--- config.mk ---
export PLATFORM = sky130hd
export DESIGN_NAME = mfba_ram
export DESIGN_NICKNAME = d
export VERILOG_FILES = /design/src/design/mfba_ram.sv
export SDC_FILE = /design/constraint.sdc
export NUM_CORES = 2
export LEC_CHECK = 0
export BUFFER_PORTS_ARGS = -buffer_cell sky130_fd_sc_hd__buf_2
export CAP_MARGIN = 20
export CORE_MARGIN = 2
export CORE_UTILIZATION = 60
export CTS_BUF_LIST = sky130_fd_sc_hd__clkbuf_4 sky130_fd_sc_hd__clkbuf_8
export DETAILED_ROUTE_END_ITERATION = 8
export GPL_TIMING_DRIVEN = 0
export PLACE_DENSITY_LB_ADDON = 0.08
export SLEW_MARGIN = 20
export SYNTH_ARGS = -nofsm -noshare
export SYNTH_HDL_FRONTEND = slang
export SYNTH_SLANG_ARGS = --single-unit
--- constraint.sdc ---
create_clock -name clock -period 6.15 [get_ports clock]
set_input_delay 0.615 -clock clock [delete_from_list [all_inputs] [get_ports clock]]
set_output_delay 0.615 -clock clock [all_outputs]
set_load 0.01 [all_outputs]
--- src/design/mfba_ram.sv ---
// mfba_ram: generic simple dual port memory, one write and one registered read
// no dependencies
`default_nettype none

module mfba_ram #(
   parameter int unsigned WIDTH = 8,
   parameter int unsigned DEPTH = 256
) (
   input  logic                     clock,
   input  logic                     wr_en,
   input  logic [$clog2(DEPTH)-1:0] wr_addr,
   input  logic [WIDTH-1:0]         wr_data,
   input  logic [$clog2(DEPTH)-1:0] rd_addr,
   output logic [WIDTH-1:0]         rd_data
);

   logic [WIDTH-1:0] mem_ff [DEPTH];
   logic [WIDTH-1:0] rd_data_ff;

   // write port
   always_ff @(posedge clock) begin
      if (wr_en) begin
         mem_ff[wr_addr] <= wr_data;
      end
   end

   // registered read
   always_ff @(posedge clock) begin
      rd_data_ff <= mem_ff[rd_addr];
   end

   assign rd_data = rd_data_ff;

endmodule

`default_nettype wire
==> out/qor.yml <==
crit_type: "input port to flip-flop"
cts_tree: "built"
finalClockSkew_ps: 61.98
p_leak_uw: 0.02779
final-setup-viol-count: 0
antenna_found_initial: 22
core_area_mm2: 0.1315
post_cts_buffers: 0
cts.sinks: 2056
slew_violations: 0
drt-initial-drc-count: 7023
grt_setup_unrepaired: "false"
die_h_um: 368.1
max_freq_mhz: 216.2
dr.pass1.iters: 6
synth_fa_ha_area_share_pct: 0
cp-start-kind: "input port"
path_buf_inv: 3
path_max_fanout: 10
grt_pass1_wl_um: 325700
synth_xor_area_share_pct: 0
path_clk_slew_ps: 70
grt_start_max_net_pins: 131
nFillCells: 8342
rows: 133
io_pins: 34
cp_slowest_cell: "nor4_1"
ant_nets: 0
insertion_delay_ps: 1050
ys_ff_latch: 2056
start_util_pct: 60.52
hold_viol_final: 0
clk_root_buffer_cell: "clkbuf_8"
end_kind: "flip-flop"
synth_compound_gate_area_share_pct: 3.419
place_area_mm2: 0.08280
cap_violations: 0
worst_pin_slew_ps: 1330
globalRouteOverflowTotal: 0
syn-num-nets: 3759
worstPathRequired_ps: 6950
grt_use_total_pct: 35.50
die-area_mm2: 0.1355
power_density_mw_per_mm2: 317.2
layout_min_cycle_time_ps: 4626
drc: 0
status: "completed"
synthMuxAreaShare_pct: 14.62
hold_buffers: 6
synth_area_per_cell_um2: 21.31
gp_congestion: 0.9949
post_cts_resized: 0
yosysWarnings: 0
max_stage_delay_ps: 1120
hp-class: "input port to flip-flop"
synth_cell_types: 55
dpl.hpwl_um: 162700
portBuffers: 26
synth_area_mm2: 0.07956
fin_area_mm2: 0.08895
synth_top_family_by_area: "multiplexers"
p_total_uw: 28220
drive_above_1_share_pct: 26.51
wirelength_um: 238200
fin_setup_tns_ps: 0
dieWidth_um: 368.1
vdd_drop_max_uv: 232.6
via_count: 42820
clockBufferDepth: 4
syn-instance-count: 3733
maxSlewHeadroom_pct: 11.32
grt_pass1_vias: 42380
fin_crit_sh_pct: 75.23
crit_family: "buffers and inverters"
cp.arrival_ps: 5420
wl_per_cell_um: 38.93
cp_cell_sequence: "buf_2 -> clkbuf_1 -> clkbuf_1 -> a21oi_1 -> a21oi_1 -> nor4_2 -> nor4_1"
viasPerCell: 6.998
final_net_count: 4158
synthSimpleGateAreaFrac_pct: 2.628
area_delta_synth_final_pct: 11.81
cts_made_buffers: 333
seq_area_frac_synth_pct: 77.50
cts_max_level: 5
[sequential cells by signal, summed over array words and instances, names as in the netlist]
register,count
rd_data,8
mem_ff,2048
[where the power goes]
group / internal [uW] / switching [uW] / leakage [uW]
Combinational: 520 / 1170 / 0.00612
Sequential: 15500 / 9.76 / 0.0185
Clock: 5830 / 5240 / 0.00319
Total: 21800 / 6420 / 0.0278
[cell families (layout without fill, tap and decap cells)]
logic type / count (synthesis) / in the layout
mux: 591 / 591
simple gates: 466 / 466
other cells: 0 / 14
buf+inv: 235 / 852
flops: 2056 / 2056
compound gates: 385 / 385
[routing by layer]
metal / track usage [%] / wire length, um
met5: 0.03561 / 143
met4: 19.03 / 14400
met3: 11.28 / 32190
met2: 53.33 / 109300
met1: 46.94 / 82220
[Yosys cell counts (all sizes together)]
master / number / area share, %
a2111oi: 5 / 0.066
a211oi: 16 / 0.15
a21boi: 1 / 0.0094
a21oi: 96 / 0.60
a221oi: 14 / 0.16
a22o: 8 / 0.088
a22oi: 133 / 1.3
a311oi: 2 / 0.022
a31oi: 2 / 0.016
and2: 6 / 0.047
and3: 1 / 0.0079
and3b: 2 / 0.022
buf: 122 / 1.3
clkbuf: 111 / 0.52
clkinv: 1 / 0.0047
dfxtp: 8 / 0.20
edfxtp: 2048 / 77
inv: 1 / 0.0047
mux2: 1 / 0.014
mux2i: 134 / 1.7
mux4: 456 / 13
nand2: 33 / 0.16
nand2b: 8 / 0.063
nand3: 34 / 0.21
nand3b: 2 / 0.019
nand4: 10 / 0.079
nor2: 282 / 1.3
nor2b: 31 / 0.24
nor3: 22 / 0.14
nor3b: 1 / 0.0094
nor4: 27 / 0.24
nor4b: 1 / 0.011
o211ai: 10 / 0.094
o21ai: 12 / 0.075
o221ai: 47 / 0.53
o22a: 5 / 0.055
o22ai: 28 / 0.22
o311ai: 1 / 0.011
o32ai: 5 / 0.064
or2: 4 / 0.031
or2b: 1 / 0.0094
or3b: 1 / 0.011
[cell usage in the layout, fill, tap and decap left out, types with 13 or more instances in the layout]
| master | Yosys | final |
|---|---|---|
| a211oi_1 | 16 | 16 |
| a21oi_1 | 96 | 96 |
| a221oi_1 | 13 | 13 |
| a22oi_1 | 133 | 133 |
| buf_1 | 22 | 16 |
| buf_16 | 0 | 26 |
| buf_2 | 31 | 59 |
| buf_4 | 27 | 27 |
| buf_6 | 21 | 21 |
| buf_8 | 13 | 22 |
| clkbuf_1 | 111 | 83 |
| clkbuf_2 | 0 | 28 |
| clkbuf_4 | 0 | 90 |
| clkbuf_8 | 0 | 338 |
| clkinv_1 | 1 | 77 |
| clkinv_2 | 0 | 39 |
| diode_2 | 0 | 14 |
| edfxtp_1 | 2048 | 2048 |
| mux2i_1 | 134 | 134 |
| mux4_2 | 454 | 454 |
| nand2_1 | 33 | 33 |
| nand3_1 | 34 | 34 |
| nor2_1 | 282 | 279 |
| nor2b_1 | 31 | 31 |
| nor3_1 | 22 | 21 |
| nor4_1 | 24 | 14 |
| nor4_2 | 3 | 13 |
| o221ai_1 | 46 | 46 |
| o22ai_1 | 28 | 28 |
[worst paths after layout]
path,startpoint,end,slack (ps),depth (start not counted)
worst min register to register,mem_ff[188][2]$_DFFE_PP_,rd_data[2]$_DFF_P_,1410,6
worst max register to register,mem_ff[237][1]$_DFFE_PP_,rd_data[1]$_DFF_P_,2760,6
worst max-delay path,rd_addr[3],rd_data[1]$_DFF_P_,1520,7
worst min-delay path,wr_data[1],mem_ff[69][1]$_DFFE_PP_,70,1
[per-stage QoR]
step	cells	hold slack, ps	util [%]	setup slack (ps)
after floorplan	3733	713.9	-	3597
after global placement	5514	1014	62.29	730.2
after detailed placement	5544	915.5	62.98	801.8
after CTS	6103	30.04	67.59	1887
after global routing	6109	72.64	67.64	1863
final	6119	66.61	67.66	1524
[area by class of cell]
type,instances,area [um2],share of cell area (%)
Sequential cell,2056,61660,69.32
Tap cell,1755,2196,2.469
Antenna cell,14,35.03,0.03939
Timing Repair Buffer,64,1031,1.159
Clock buffer,428,5328,5.989
Buffer,233,1491,1.677
Clock inverter,125,669.4,0.7525
Inverter,2,7.507,0.008440
Multi-Input combinational cell,1442,16530,18.59
Note: power is estimated with default switching activity, not from simulation.
